===== config.mk =====
export PLATFORM = sky130hd
export DESIGN_NAME = axis_calibrate_and_scale
export DESIGN_NICKNAME = d
export VERILOG_FILES = /design/src/sv/acs_pkg.sv /design/src/sv/acs_ctrl.sv /design/src/sv/acs_datapath.sv /design/src/sv/axis_calibrate_and_scale.sv
export SDC_FILE = /design/constraint.sdc
export NUM_CORES = 1
export LEC_CHECK = 0
export CORE_ASPECT_RATIO = 1.2
export CORE_UTILIZATION = 52
export CTS_CLUSTER_SIZE = 12
export DETAILED_ROUTE_END_ITERATION = 10
export DONT_BUFFER_PORTS = 1
export PLACE_DENSITY = 0.72
export SYNTH_ARGS = -nofsm -noshare
export SYNTH_HDL_FRONTEND = slang
export SYNTH_SLANG_ARGS = --single-unit

===== constraint.sdc =====
create_clock -name clock -period 13.3 [get_ports clock]
set_clock_uncertainty 0.1 [all_clocks]
set_input_delay 1.33 -clock clock [delete_from_list [all_inputs] [get_ports clock]]
set_output_delay 1.33 -clock clock [all_outputs]
set_load 0.05 [all_outputs]

===== src/sv/acs_pkg.sv =====
// Shared types and constants for the axis calibrate-and-scale block.
package acs_pkg;

   localparam int SAMPLE_W  = 12;
   localparam int AXIS_W    = 16;
   localparam int NUM_W     = 28;             // |x| * 32768 needs 27 bits, kept even
   localparam int DIV_STEPS = NUM_W / 2;      // two quotient bits per cycle
   localparam int CNT_W     = $clog2(DIV_STEPS);
   localparam int WIDE_W    = NUM_W + 2;      // signed quotient plus offset
   localparam int CSR_IDX_W = 1;

   localparam logic [SAMPLE_W-1:0] ADC_FULL_SCALE = 12'd4095;
   localparam logic [SAMPLE_W-1:0] CENTER_DEFAULT = 12'd2048;
   localparam logic [SAMPLE_W-1:0] DEADBAND_RESET = 12'd8;
   localparam logic [SAMPLE_W-1:0] MARGIN_RESET   = 12'd0;

   localparam logic [AXIS_W-1:0] SCALE_LOW  = 16'd32768;
   localparam logic [AXIS_W-1:0] SCALE_HIGH = 16'd32767;

   localparam logic signed [WIDE_W-1:0] AXIS_MIN = -30'sd32768;
   localparam logic signed [WIDE_W-1:0] AXIS_MAX = 30'sd32767;

   localparam logic [CSR_IDX_W-1:0] CSR_DEADBAND = 1'b0;
   localparam logic [CSR_IDX_W-1:0] CSR_MARGIN   = 1'b1;

   typedef enum logic [2:0] {
      KIND_SAMPLE      = 3'd0,
      KIND_START_CAL   = 3'd1,
      KIND_FINISH_CAL  = 3'd2,
      KIND_RESET_RANGE = 3'd3,
      KIND_CENTER_HELD = 3'd4,
      KIND_SET_CENTER  = 3'd5,
      KIND_SET_MIN     = 3'd6,
      KIND_SET_MAX     = 3'd7
   } kind_type;

   typedef struct packed {
      logic apply;      // beat accepted: update state from it
      logic setup;      // clamp, pick segment, form numerator
      logic div_step;   // two divider iterations
      logic finish;     // sign, offset, saturate into scaled value
      logic emit;       // load result register
   } cmd_type;

   typedef struct packed {
      logic need_rescale;
   } status_type;

endpackage


===== src/sv/acs_ctrl.sv =====
// Sequencing state machine for the axis calibrate-and-scale block.
module acs_ctrl (
   input  logic                clock,
   input  logic                reset,
   input  logic                req_tvalid,
   output logic                req_tready,
   output logic                rsp_tvalid,
   input  logic                rsp_tready,
   input  acs_pkg::status_type status,
   output acs_pkg::cmd_type    cmd
);
   import acs_pkg::*;

   typedef enum logic [2:0] {
      S_IDLE,
      S_SETUP,
      S_DIV,
      S_FINISH,
      S_EMIT
   } state_type;

   state_type        state_ff;
   logic             ready_ff;
   logic             rsp_valid_ff;
   logic [CNT_W-1:0] cnt_ff;

   logic accept;
   logic out_free;
   logic div_done;

   assign accept   = req_tvalid && ready_ff;
   assign out_free = !rsp_valid_ff || rsp_tready;
   assign div_done = (cnt_ff == CNT_W'(DIV_STEPS - 1));

   always_comb begin
      cmd          = '0;
      cmd.apply    = accept;
      cmd.setup    = (state_ff == S_SETUP);
      cmd.div_step = (state_ff == S_DIV);
      cmd.finish   = (state_ff == S_FINISH);
      cmd.emit     = (state_ff == S_EMIT) && out_free;
   end

   always_ff @(posedge clock) begin
      if (reset) begin
         state_ff     <= S_IDLE;
         ready_ff     <= 1'b1;
         rsp_valid_ff <= 1'b0;
         cnt_ff       <= '0;
      end else begin
         if (cmd.emit)        rsp_valid_ff <= 1'b1;
         else if (rsp_tready) rsp_valid_ff <= 1'b0;
         case (state_ff)
            S_IDLE: begin
               if (accept) begin
                  ready_ff <= 1'b0;
                  state_ff <= status.need_rescale ? S_SETUP : S_EMIT;
               end
            end
            S_SETUP: begin
               cnt_ff   <= '0;
               state_ff <= S_DIV;
            end
            S_DIV: begin
               cnt_ff <= cnt_ff + 1'b1;
               if (div_done) state_ff <= S_FINISH;
            end
            S_FINISH: begin
               state_ff <= S_EMIT;
            end
            S_EMIT: begin
               if (out_free) begin
                  ready_ff <= 1'b1;
                  state_ff <= S_IDLE;
               end
            end
            default: begin
               state_ff <= S_IDLE;
               ready_ff <= 1'b1;
            end
         endcase
      end
   end

   assign req_tready = ready_ff;
   assign rsp_tvalid = rsp_valid_ff;

   a_ready_idle: assert property (@(posedge clock) disable iff (reset)
      ready_ff |-> state_ff == S_IDLE)
      else $error("ready high outside idle");

   a_accept_blocks: assert property (@(posedge clock) disable iff (reset)
      accept |=> !ready_ff)
      else $error("second beat accepted while busy");

   a_div_exit: assert property (@(posedge clock) disable iff (reset)
      (state_ff == S_DIV && div_done) |=> state_ff == S_FINISH)
      else $error("divider did not finish on count");

   a_emit_src: assert property (@(posedge clock) disable iff (reset)
      $rose(rsp_valid_ff) |-> $past(state_ff) == S_EMIT)
      else $error("result raised outside emit");

endmodule


===== src/sv/acs_datapath.sv =====
// Calibration state, serial divider and result register of the axis block.
module acs_datapath (
   input  logic                               clock,
   input  logic                               reset,
   input  acs_pkg::cmd_type                   cmd,
   output acs_pkg::status_type                status,
   input  logic [2:0]                         req_kind,
   input  logic [acs_pkg::SAMPLE_W-1:0]       req_sample,
   input  logic                               csr_we,
   input  logic [acs_pkg::CSR_IDX_W-1:0]      csr_index,
   input  logic [acs_pkg::SAMPLE_W-1:0]       csr_data,
   output logic signed [acs_pkg::AXIS_W-1:0]  out_axis,
   output logic [acs_pkg::SAMPLE_W-1:0]       out_held,
   output logic                               out_cal,
   output logic [acs_pkg::SAMPLE_W-1:0]       out_seen_low,
   output logic [acs_pkg::SAMPLE_W-1:0]       out_seen_high
);
   import acs_pkg::*;

   // architectural state
   logic [SAMPLE_W-1:0]       held_ff, held_in;
   logic signed [AXIS_W-1:0]  scaled_ff;
   logic [SAMPLE_W-1:0]       lo_ff, lo_in;
   logic [SAMPLE_W-1:0]       hi_ff, hi_in;
   logic [SAMPLE_W-1:0]       ce_ff, ce_in;
   logic                      cal_ff, cal_in;
   logic [SAMPLE_W-1:0]       tlo_ff, tlo_in;
   logic [SAMPLE_W-1:0]       thi_ff, thi_in;
   logic                      primed_ff, primed_in;
   logic [SAMPLE_W-1:0]       deadband_ff;
   logic [SAMPLE_W-1:0]       margin_ff;

   // divider
   logic [NUM_W-1:0]          num_ff, num_in;
   logic [SAMPLE_W-1:0]       rem_ff, rem_in;
   logic [SAMPLE_W-1:0]       den_ff;
   logic                      neg_ff, zero_ff, seg_low_ff;

   // result register
   logic signed [AXIS_W-1:0]  axis_ff;
   logic [SAMPLE_W-1:0]       ohold_ff, olo_ff, ohi_ff;
   logic                      ocal_ff;

   kind_type                  kind;
   logic [SAMPLE_W-1:0]       diff;
   logic                      need;
   logic [SAMPLE_W:0]         lo_sum;
   logic signed [SAMPLE_W:0]  hi_dif;

   logic [SAMPLE_W-1:0]       r, base, top;
   logic                      seg_low;
   logic signed [SAMPLE_W:0]  x, d;
   logic [SAMPLE_W-1:0]       ax, ad;
   logic [NUM_W-1:0]          prod;

   logic signed [WIDE_W-1:0]  qs, v;
   logic signed [AXIS_W-1:0]  sat;

   function automatic logic [SAMPLE_W+NUM_W-1:0] div_iter(
      input logic [SAMPLE_W-1:0] rem,
      input logic [NUM_W-1:0]    num,
      input logic [SAMPLE_W-1:0] den
   );
      logic [SAMPLE_W:0]   t;
      logic [SAMPLE_W-1:0] rn;
      logic                q;
      t = {rem, num[NUM_W-1]};
      q = (t >= {1'b0, den});
      rn = q ? SAMPLE_W'(t - {1'b0, den}) : t[SAMPLE_W-1:0];
      return {rn, num[NUM_W-2:0], q};
   endfunction

   assign kind = kind_type'(req_kind);

   // command update, applied on the accepted beat
   always_comb begin
      held_in   = held_ff;
      lo_in     = lo_ff;
      hi_in     = hi_ff;
      ce_in     = ce_ff;
      cal_in    = cal_ff;
      tlo_in    = tlo_ff;
      thi_in    = thi_ff;
      primed_in = primed_ff;
      need      = 1'b0;
      diff      = (req_sample > held_ff) ? req_sample - held_ff : held_ff - req_sample;
      lo_sum    = {1'b0, tlo_ff} + {1'b0, margin_ff};
      hi_dif    = $signed({1'b0, thi_ff}) - $signed({1'b0, margin_ff});
      case (kind)
         KIND_SAMPLE: begin
            if (!primed_ff) begin
               held_in   = req_sample;
               primed_in = 1'b1;
               need      = 1'b1;
            end else begin
               if (cal_ff) begin
                  if (req_sample < tlo_ff) tlo_in = req_sample;
                  if (req_sample > thi_ff) thi_in = req_sample;
               end
               if (diff > deadband_ff) begin
                  held_in = req_sample;
                  need    = 1'b1;
               end
            end
         end
         KIND_START_CAL: begin
            cal_in = 1'b1;
            thi_in = '0;
            tlo_in = ADC_FULL_SCALE;
         end
         KIND_FINISH_CAL: begin
            if (cal_ff) begin
               cal_in = 1'b0;
               if (tlo_ff < thi_ff) begin
                  hi_in = hi_dif[SAMPLE_W] ? '0 : hi_dif[SAMPLE_W-1:0];
                  lo_in = (lo_sum > {1'b0, ADC_FULL_SCALE}) ? ADC_FULL_SCALE
                                                           : lo_sum[SAMPLE_W-1:0];
                  need  = 1'b1;
               end
            end
         end
         KIND_RESET_RANGE: begin
            lo_in = '0;
            ce_in = CENTER_DEFAULT;
            hi_in = ADC_FULL_SCALE;
            need  = 1'b1;
         end
         KIND_CENTER_HELD: begin
            ce_in = held_ff;
            need  = 1'b1;
         end
         KIND_SET_CENTER: begin
            if (req_sample < lo_ff)      ce_in = lo_ff;
            else if (req_sample > hi_ff) ce_in = hi_ff;
            else                         ce_in = req_sample;
            need = 1'b1;
         end
         KIND_SET_MIN: begin
            lo_in = (req_sample > ADC_FULL_SCALE) ? ADC_FULL_SCALE : req_sample;
            need  = 1'b1;
         end
         KIND_SET_MAX: begin
            hi_in = (req_sample > ADC_FULL_SCALE) ? ADC_FULL_SCALE : req_sample;
            need  = 1'b1;
         end
         default: begin
            need = 1'b0;
         end
      endcase
   end

   assign status.need_rescale = need;

   // map setup: clamp held value, choose segment, form |x| * scale and |span|
   always_comb begin
      if (held_ff < lo_ff)      r = lo_ff;
      else if (held_ff > hi_ff) r = hi_ff;
      else                      r = held_ff;
      seg_low = (r < ce_ff);
      base    = seg_low ? lo_ff : ce_ff;
      top     = seg_low ? ce_ff : hi_ff;
      x       = $signed({1'b0, r}) - $signed({1'b0, base});
      d       = $signed({1'b0, top}) - $signed({1'b0, base});
      ax      = x[SAMPLE_W] ? SAMPLE_W'(-x) : x[SAMPLE_W-1:0];
      ad      = d[SAMPLE_W] ? SAMPLE_W'(-d) : d[SAMPLE_W-1:0];
      prod    = NUM_W'(ax) * NUM_W'(seg_low ? SCALE_LOW : SCALE_HIGH);
   end

   // two restoring iterations per cycle
   always_comb begin
      logic [SAMPLE_W+NUM_W-1:0] s1, s2;
      s1     = div_iter(rem_ff, num_ff, den_ff);
      s2     = div_iter(s1[SAMPLE_W+NUM_W-1:NUM_W], s1[NUM_W-1:0], den_ff);
      rem_in = s2[SAMPLE_W+NUM_W-1:NUM_W];
      num_in = s2[NUM_W-1:0];
   end

   // quotient truncates toward zero: sign applied to the magnitude
   always_comb begin
      qs = neg_ff ? -$signed({2'b00, num_ff}) : $signed({2'b00, num_ff});
      v  = qs + (seg_low_ff ? AXIS_MIN : '0);
      if (zero_ff)            sat = '0;
      else if (v < AXIS_MIN)  sat = AXIS_MIN[AXIS_W-1:0];
      else if (v > AXIS_MAX)  sat = AXIS_MAX[AXIS_W-1:0];
      else                    sat = v[AXIS_W-1:0];
   end

   always_ff @(posedge clock) begin
      if (reset) begin
         held_ff     <= '0;
         scaled_ff   <= '0;
         lo_ff       <= '0;
         hi_ff       <= ADC_FULL_SCALE;
         ce_ff       <= CENTER_DEFAULT;
         cal_ff      <= 1'b0;
         tlo_ff      <= ADC_FULL_SCALE;
         thi_ff      <= '0;
         primed_ff   <= 1'b0;
         deadband_ff <= DEADBAND_RESET;
         margin_ff   <= MARGIN_RESET;
      end else begin
         if (cmd.apply) begin
            held_ff   <= held_in;
            lo_ff     <= lo_in;
            hi_ff     <= hi_in;
            ce_ff     <= ce_in;
            cal_ff    <= cal_in;
            tlo_ff    <= tlo_in;
            thi_ff    <= thi_in;
            primed_ff <= primed_in;
         end
         if (cmd.finish) scaled_ff <= sat;
         if (csr_we) begin
            case (csr_index)
               CSR_DEADBAND: deadband_ff <= csr_data;
               CSR_MARGIN:   margin_ff   <= csr_data;
               default:      deadband_ff <= deadband_ff;
            endcase
         end
      end
   end

   always_ff @(posedge clock) begin
      if (cmd.setup) begin
         num_ff     <= prod;
         rem_ff     <= '0;
         den_ff     <= ad;
         neg_ff     <= x[SAMPLE_W] ^ d[SAMPLE_W];
         zero_ff    <= (d == '0);
         seg_low_ff <= seg_low;
      end else if (cmd.div_step) begin
         num_ff <= num_in;
         rem_ff <= rem_in;
      end
      if (cmd.emit) begin
         axis_ff  <= scaled_ff;
         ohold_ff <= held_ff;
         ocal_ff  <= cal_ff;
         olo_ff   <= tlo_ff;
         ohi_ff   <= thi_ff;
      end
   end

   assign out_axis      = axis_ff;
   assign out_held      = ohold_ff;
   assign out_cal       = ocal_ff;
   assign out_seen_low  = olo_ff;
   assign out_seen_high = ohi_ff;

   a_held_on_apply: assert property (@(posedge clock) disable iff (reset)
      !$past(cmd.apply) |-> $stable(held_ff))
      else $error("held value changed without a beat");

   a_scaled_on_finish: assert property (@(posedge clock) disable iff (reset)
      !$past(cmd.finish) |-> $stable(scaled_ff))
      else $error("axis value changed outside finish");

   a_one_cmd: assert property (@(posedge clock) disable iff (reset)
      $onehot0({cmd.setup, cmd.div_step, cmd.finish, cmd.emit}))
      else $error("overlapping datapath commands");

endmodule


===== src/sv/axis_calibrate_and_scale.sv =====
// Top level: ADC axis deadband, calibration and center mapping.
//
// Channels: req_ carries one command beat (kind in tuser, raw value in tdata);
// rsp_ returns exactly one result beat per command with the state after it.
// csr_ writes deadband (index 0) or cal_margin (index 1); csr_ready is always
// high, writes are expected only while the block is idle.
//
// A command that leaves the axis value alone goes from idle straight to the
// emit state. A command that remaps (first sample, sample past the deadband,
// range or center change) runs the setup state, the divider steps at two
// quotient bits each and the finish state before the emit state.
// One command is in flight at a time: the next is not taken until the emit
// state has loaded the result, and loading waits while the result side stalls.
// The result register frees req_tready as soon as the result is loaded, so
// the next command is taken while the previous result waits.
// If the receiver stalls, the finished result holds in rsp_tdata and a
// second finished result waits internally until the first is taken.
// Reset (synchronous): range 0..4095, center 2048, deadband 8, margin 0,
// held value 0, not calibrating; the first sample then loads directly.
module axis_calibrate_and_scale (
   input  logic                          clock,
   input  logic                          reset,
   input  logic                          req_tvalid,
   output logic                          req_tready,
   input  logic [15:0]                   req_tdata,  // [11:0] sample
   input  logic [2:0]                    req_tuser,  // [2:0] kind
   output logic                          rsp_tvalid,
   input  logic                          rsp_tready,
   // [15:0] axis_value, [27:16] held_sample, [28] cal_busy,
   // [40:29] seen_low, [52:41] seen_high
   output logic [55:0]                   rsp_tdata,
   input  logic                          csr_valid,
   output logic                          csr_ready,
   input  logic [acs_pkg::CSR_IDX_W-1:0] csr_index,
   input  logic [acs_pkg::SAMPLE_W-1:0]  csr_data
);
   import acs_pkg::*;

   cmd_type                  cmd;
   status_type               status;
   logic signed [AXIS_W-1:0] out_axis;
   logic [SAMPLE_W-1:0]      out_held, out_seen_low, out_seen_high;
   logic                     out_cal;

   assign csr_ready = 1'b1;

   acs_ctrl u_ctrl (
      .clock      (clock),
      .reset      (reset),
      .req_tvalid (req_tvalid),
      .req_tready (req_tready),
      .rsp_tvalid (rsp_tvalid),
      .rsp_tready (rsp_tready),
      .status     (status),
      .cmd        (cmd)
   );

   acs_datapath u_datapath (
      .clock         (clock),
      .reset         (reset),
      .cmd           (cmd),
      .status        (status),
      .req_kind      (req_tuser),
      .req_sample    (req_tdata[SAMPLE_W-1:0]),
      .csr_we        (csr_valid && csr_ready),
      .csr_index     (csr_index),
      .csr_data      (csr_data),
      .out_axis      (out_axis),
      .out_held      (out_held),
      .out_cal       (out_cal),
      .out_seen_low  (out_seen_low),
      .out_seen_high (out_seen_high)
   );

   assign rsp_tdata = {3'b000, out_seen_high, out_seen_low, out_cal, out_held, out_axis};

endmodule

==> impl_metrics.xml <==
<?xml version="1.0" encoding="UTF-8"?>
<metrics>
  <group name="outcome">
    <metric name="run_status" unit="">finished clean</metric>
  </group>
  <group name="route">
    <metric name="vias_per_inst" unit="">5.94</metric>
    <metric name="total_detailed_routing_wirelength" unit="um">60000</metric>
    <metric name="met1_length" unit="um">22200</metric>
    <metric name="number_of_iterations_in_the_first_detailed_routing_pass" unit="">8</metric>
    <metric name="wl_met3" unit="um">3090</metric>
    <metric name="drt-initial-drc-count" unit="">1070</metric>
    <metric name="vias" unit="">18500</metric>
    <metric name="detail-route-antenna-nets" unit="">0</metric>
    <metric name="detail_route.wl_per_cell" unit="um">19.2</metric>
    <metric name="drt_drc_violations_left" unit="">0</metric>
    <metric name="met2_length" unit="um">30100</metric>
    <metric name="max_layer_used" unit="">met4</metric>
  </group>
  <group name="cells_and_area">
    <metric name="finish.utilization" unit="">0.570</metric>
    <metric name="num-fill-cells" unit="">3641</metric>
    <metric name="diodes" unit="">0</metric>
    <metric name="area_delta_synth_final" unit="%">7.59</metric>
    <metric name="final_cells" unit="">3121</metric>
    <metric name="finish.net_count" unit="">2942</metric>
    <metric name="post_route_cells_drive_above_1_share" unit="">0.0589</metric>
  </group>
  <group name="placement">
    <metric name="placement.io_buffers" unit="">0</metric>
    <metric name="place.detailed.instances" unit="">3070</metric>
    <metric name="place_ws" unit="ns">0.385</metric>
    <metric name="hpwl" unit="um">47200</metric>
    <metric name="gp_congestion" unit="">0.962</metric>
  </group>
  <group name="clock_network">
    <metric name="worstSkewPairLatency" unit="ns">0.58</metric>
    <metric name="ctsHtreeMaxLevel" unit="">1</metric>
    <metric name="cts_inserted_buffers" unit="">27</metric>
    <metric name="cts.root.buffer_cell" unit="">sky130_fd_sc_hd__clkbuf_16</metric>
    <metric name="cts_num_sinks" unit="">231</metric>
    <metric name="cts_buffer_depth" unit="">3</metric>
    <metric name="cts_tree" unit="">done</metric>
    <metric name="cts_hold_buffers" unit="">0</metric>
    <metric name="clkSlewWorstSetupHoldPaths" unit="ns">0.06</metric>
  </group>
  <group name="synthesis">
    <metric name="yosysWarningCount" unit="">0</metric>
    <metric name="synth-edff-count" unit="">96</metric>
    <metric name="syn-instance-count" unit="">2572</metric>
    <metric name="netlist_top_cells_area" unit="">sky130_fd_sc_hd__ha_1 16%, sky130_fd_sc_hd__edfxtp_1 13%, sky130_fd_sc_hd__dfxtp_1 12%, sky130_fd_sc_hd__fa_1 6.5%, sky130_fd_sc_hd__inv_1 5.3%</metric>
    <metric name="ys_seq_elements" unit="">231</metric>
    <metric name="synthesis.area" unit="um2">21600</metric>
    <metric name="syn_area_per_cell" unit="um2">8.41</metric>
    <metric name="portion_of_the_post_synthesis_area_used_by_sequential_elements" unit="">0.258</metric>
    <metric name="netlist-cell-type-count" unit="">101</metric>
    <metric name="synth.top_cell.area_share" unit="">0.158</metric>
    <metric name="synth_top_area_cell" unit="">sky130_fd_sc_hd__ha_1</metric>
    <metric name="synth_async_sr_flop_share" unit="">0</metric>
    <metric name="synth_top_flop_cell" unit="">sky130_fd_sc_hd__dfxtp_1</metric>
  </group>
  <group name="timing">
    <metric name="final-hold-violation-count" unit="">0</metric>
    <metric name="max-slew-margin-rel" unit="">0.230</metric>
    <metric name="post-route-min-period" unit="ns">12.56</metric>
    <metric name="max_freq" unit="GHz">0.0796</metric>
    <metric name="final_period_util" unit="">0.944</metric>
    <metric name="setup_ws" unit="ns">0.744</metric>
    <metric name="timing.final.max_slew_violations" unit="">0</metric>
    <metric name="worstMarginPinSlew" unit="ns">1.15</metric>
    <metric name="report.final.setup_viol" unit="">0</metric>
  </group>
  <group name="hold_path">
    <metric name="hold_class" unit="">reg -&gt; reg</metric>
    <metric name="hp-start" unit="">u_datapath.scaled_ff[11]$_SDFFE_PP0P_</metric>
    <metric name="hold_path_end" unit="">u_datapath.out_axis[11]$_DFFE_PP_</metric>
    <metric name="worstHoldPathCells" unit="">0</metric>
  </group>
  <group name="pwr">
    <metric name="power.static_leakage" unit="nW">10.6</metric>
    <metric name="power-per-cell-area" unit="nW/um2">223</metric>
    <metric name="max-vdd-ir-drop" unit="V">0.000172</metric>
  </group>
  <group name="critical_path">
    <metric name="worst-endpoint-required" unit="ns">13.50</metric>
    <metric name="start_kind" unit="">flop</metric>
    <metric name="cp.arrival" unit="ns">12.76</metric>
    <metric name="cpPeakStageDelay" unit="ns">0.60</metric>
    <metric name="reg2regPathDepth" unit="">48</metric>
    <metric name="worstReg2RegEnd" unit="">u_datapath.num_ff[26]$_DFFE_PP_</metric>
    <metric name="timing.reg2reg.setup_slack" unit="ns">0.74</metric>
    <metric name="critPathSlowestCell" unit="">sky130_fd_sc_hd__fa_1</metric>
    <metric name="worst-setup-path-type" unit="">reg -&gt; reg</metric>
    <metric name="cp_max_fo" unit="">11</metric>
    <metric name="endpoint_kind" unit="">flop</metric>
    <metric name="r2r-start" unit="">u_datapath.hi_ff[1]$_SDFFE_PP1P_</metric>
  </group>
  <group name="global_route">
    <metric name="number_of_antenna_violations_at_the_first_check_in_global_routing" unit="">0</metric>
    <metric name="grt_remaining_overflow" unit="">0</metric>
    <metric name="grt_first_pass_wirelength" unit="um">95500</metric>
    <metric name="grt_pass1_vias" unit="">18600</metric>
    <metric name="grt.total_usage" unit="">0.283</metric>
    <metric name="pin_count_of_the_biggest_net_entering_global_routing" unit="">110</metric>
  </group>
  <group name="floorplanning">
    <metric name="placement_rows" unit="">81</metric>
    <metric name="core_area" unit="um2">40800</metric>
    <metric name="die_w" unit="um">188</metric>
    <metric name="dieHeight" unit="um">225</metric>
    <metric name="ioPinCount" unit="">96</metric>
    <metric name="floorplan.initialDensity" unit="">0.530</metric>
    <metric name="floorplan.die_area" unit="um2">42400</metric>
  </group>
  <group name="job">
    <metric name="timing.max_cap.violations" unit="">0</metric>
  </group>
</metrics>
[critical path: cells and delay by family, from the launching register on]
| kind | cells | cell delay (ns) |
|---|---|---|
| adder cells (fa/ha/maj) | 9 | 3.98 |
| flip-flops | 1 | 0.45 |
| XOR/XNOR | 3 | 0.62 |
| AND/OR/NAND/NOR | 11 | 2.22 |
| AO/OA/AOI/OAI | 17 | 3.97 |
| buffers and inverters | 8 | 0.91 |
[registers in the layout (all words and copies together) (netlist names), 3 cells and up]
name                      flops
u_datapath.scaled_ff         16
u_datapath.out_seen_high     12
u_datapath.out_seen_low      12
u_datapath.hi_ff             12
u_datapath.margin_ff         12
u_ctrl.cnt_ff                 4
u_datapath.out_axis          16
u_datapath.deadband_ff       12
u_datapath.tlo_ff            12
u_ctrl.state_ff               3
u_datapath.ce_ff             12
u_datapath.rem_ff            12
u_datapath.held_ff           12
u_datapath.num_ff            28
u_datapath.out_held          12
u_datapath.den_ff            12
u_datapath.thi_ff            12
u_datapath.lo_ff             12
[what timing repair did]
action / CTS / global route
gates resized for setup: 0 / 5
setup endpoints to repair: 0 / 5
buffers inserted: 0 / 1
[logic make-up after synthesis]
logic type | after synthesis | synth area share
mux | 50 | 0.0239
fa+ha+maj | 344 | 0.223
buf+inv | 413 | 0.0729
simple gates | 686 | 0.153
xor+xnor | 138 | 0.0566
other cells | 2 | 0.000347
compound gates | 708 | 0.212
flops | 231 | 0.258
[how the worst max path moves through the flow]
stage | from | cells past startpoint | to | slack, ns
after floorplan | u_datapath.lo_ff[5]$_SDFFE_PP0P_ | 54 | u_datapath.num_ff[27]$_DFFE_PP_ | 1.16
after global placement | u_datapath.hi_ff[1]$_SDFFE_PP1P_ | 51 | u_datapath.num_ff[27]$_DFFE_PP_ | 0.63
after detailed placement | u_datapath.hi_ff[1]$_SDFFE_PP1P_ | 50 | u_datapath.num_ff[26]$_DFFE_PP_ | 0.38
after CTS | u_datapath.hi_ff[1]$_SDFFE_PP1P_ | 54 | u_datapath.num_ff[26]$_DFFE_PP_ | 0.35
after global routing | u_datapath.hi_ff[1]$_SDFFE_PP1P_ | 55 | u_datapath.num_ff[26]$_DFFE_PP_ | -0.04
final | u_datapath.hi_ff[1]$_SDFFE_PP1P_ | 48 | u_datapath.num_ff[26]$_DFFE_PP_ | 0.74
[layout by cell type (no fill, tap or decap), types with 19 or more instances in the layout]
master / instances
sky130_fd_sc_hd__inv_1: 306
sky130_fd_sc_hd__ha_1: 274
sky130_fd_sc_hd__a21oi_1: 221
sky130_fd_sc_hd__nand2_1: 214
sky130_fd_sc_hd__nor2_1: 187
sky130_fd_sc_hd__o21ai_0: 143
sky130_fd_sc_hd__dfxtp_1: 135
sky130_fd_sc_hd__edfxtp_1: 96
sky130_fd_sc_hd__xnor2_1: 91
sky130_fd_sc_hd__a21o_1: 89
sky130_fd_sc_hd__fa_1: 70
sky130_fd_sc_hd__nor3_1: 62
sky130_fd_sc_hd__buf_4: 60
sky130_fd_sc_hd__mux2i_1: 46
sky130_fd_sc_hd__xor2_1: 46
sky130_fd_sc_hd__nand4_1: 31
sky130_fd_sc_hd__nand3_1: 31
sky130_fd_sc_hd__a211oi_1: 30
sky130_fd_sc_hd__a31oi_1: 28
sky130_fd_sc_hd__clkbuf_16: 27
sky130_fd_sc_hd__nand2b_1: 25
sky130_fd_sc_hd__nor2b_1: 25
sky130_fd_sc_hd__o31ai_1: 23
sky130_fd_sc_hd__o211ai_1: 22
sky130_fd_sc_hd__o21bai_1: 22
sky130_fd_sc_hd__and3_1: 19
[stage by stage]
stage / power, W / area [um2] / setup TNS, ns / hold WS [ns]
6_report: 0.00520 / 23300 / 0 / 0.330
5_1_grt: 0.00572 / 23300 / -0.0397 / 0.338
4_1_cts: 0.00524 / 23300 / 0 / 0.330
3_5_place_dp: 0.00443 / 22400 / 0 / 0.316
3_3_place_gp: 0.00430 / 22400 / 0 / 0.314
2_1_floorplan: 0.00366 / 21700 / 0 / 0.308
[report_power, final]
| group | total (W) | switching, W | leakage [nW] | internal, W |
|---|---|---|---|---|
| clock | 0.000770 | 0.000317 | 0.447 | 0.000453 |
| combinational | 0.00351 | 0.00199 | 8.12 | 0.00152 |
| sequential | 0.000921 | 0.0000825 | 2.01 | 0.000838 |
| total | 0.00520 | 0.00239 | 10.6 | 0.00281 |
[per-layer routing]
layer  vias up  global-route usage
li1       9006                   -
met1      8734               0.294
met2       573               0.524
met3       223              0.0383
met4         0               0.197
met5         -                   0
[synth_stat cells, types with 12 or more instances]
| cell type | count |
|---|---|
| sky130_fd_sc_hd__inv_1 | 306 |
| sky130_fd_sc_hd__ha_1 | 274 |
| sky130_fd_sc_hd__a21oi_1 | 221 |
| sky130_fd_sc_hd__nand2_1 | 215 |
| sky130_fd_sc_hd__nor2_1 | 187 |
| sky130_fd_sc_hd__o21ai_0 | 143 |
| sky130_fd_sc_hd__dfxtp_1 | 135 |
| sky130_fd_sc_hd__edfxtp_1 | 96 |
| sky130_fd_sc_hd__xnor2_1 | 91 |
| sky130_fd_sc_hd__a21o_1 | 89 |
| sky130_fd_sc_hd__clkbuf_1 | 84 |
| sky130_fd_sc_hd__fa_1 | 70 |
| sky130_fd_sc_hd__nor3_1 | 63 |
| sky130_fd_sc_hd__mux2i_1 | 46 |
| sky130_fd_sc_hd__xor2_1 | 46 |
| sky130_fd_sc_hd__nand3_1 | 31 |
| sky130_fd_sc_hd__nand4_1 | 31 |
| sky130_fd_sc_hd__a211oi_1 | 30 |
| sky130_fd_sc_hd__a31oi_1 | 28 |
| sky130_fd_sc_hd__nand2b_1 | 25 |
| sky130_fd_sc_hd__nor2b_1 | 25 |
| sky130_fd_sc_hd__o31ai_1 | 23 |
| sky130_fd_sc_hd__o211ai_1 | 22 |
| sky130_fd_sc_hd__o21bai_1 | 22 |
| sky130_fd_sc_hd__and3_1 | 21 |
| sky130_fd_sc_hd__and2_1 | 18 |
| sky130_fd_sc_hd__a21boi_0 | 15 |
| sky130_fd_sc_hd__o21a_1 | 13 |
| sky130_fd_sc_hd__or3_1 | 13 |
| sky130_fd_sc_hd__a2bb2oi_1 | 12 |
[area by class of cell]
| type | count | area [um2] | area share |
|---|---|---|---|
| multi-input cells | 1933 | 14500 | 0.623 |
| flip-flops and latches | 231 | 5590 | 0.240 |
| inverters | 308 | 1160 | 0.0497 |
| clock buffers | 39 | 752 | 0.0323 |
| well taps | 539 | 674 | 0.0290 |
| repair buffers | 60 | 450 | 0.0193 |
| clock inverters | 11 | 150 | 0.00645 |
(Power assumes the default switching activity.)
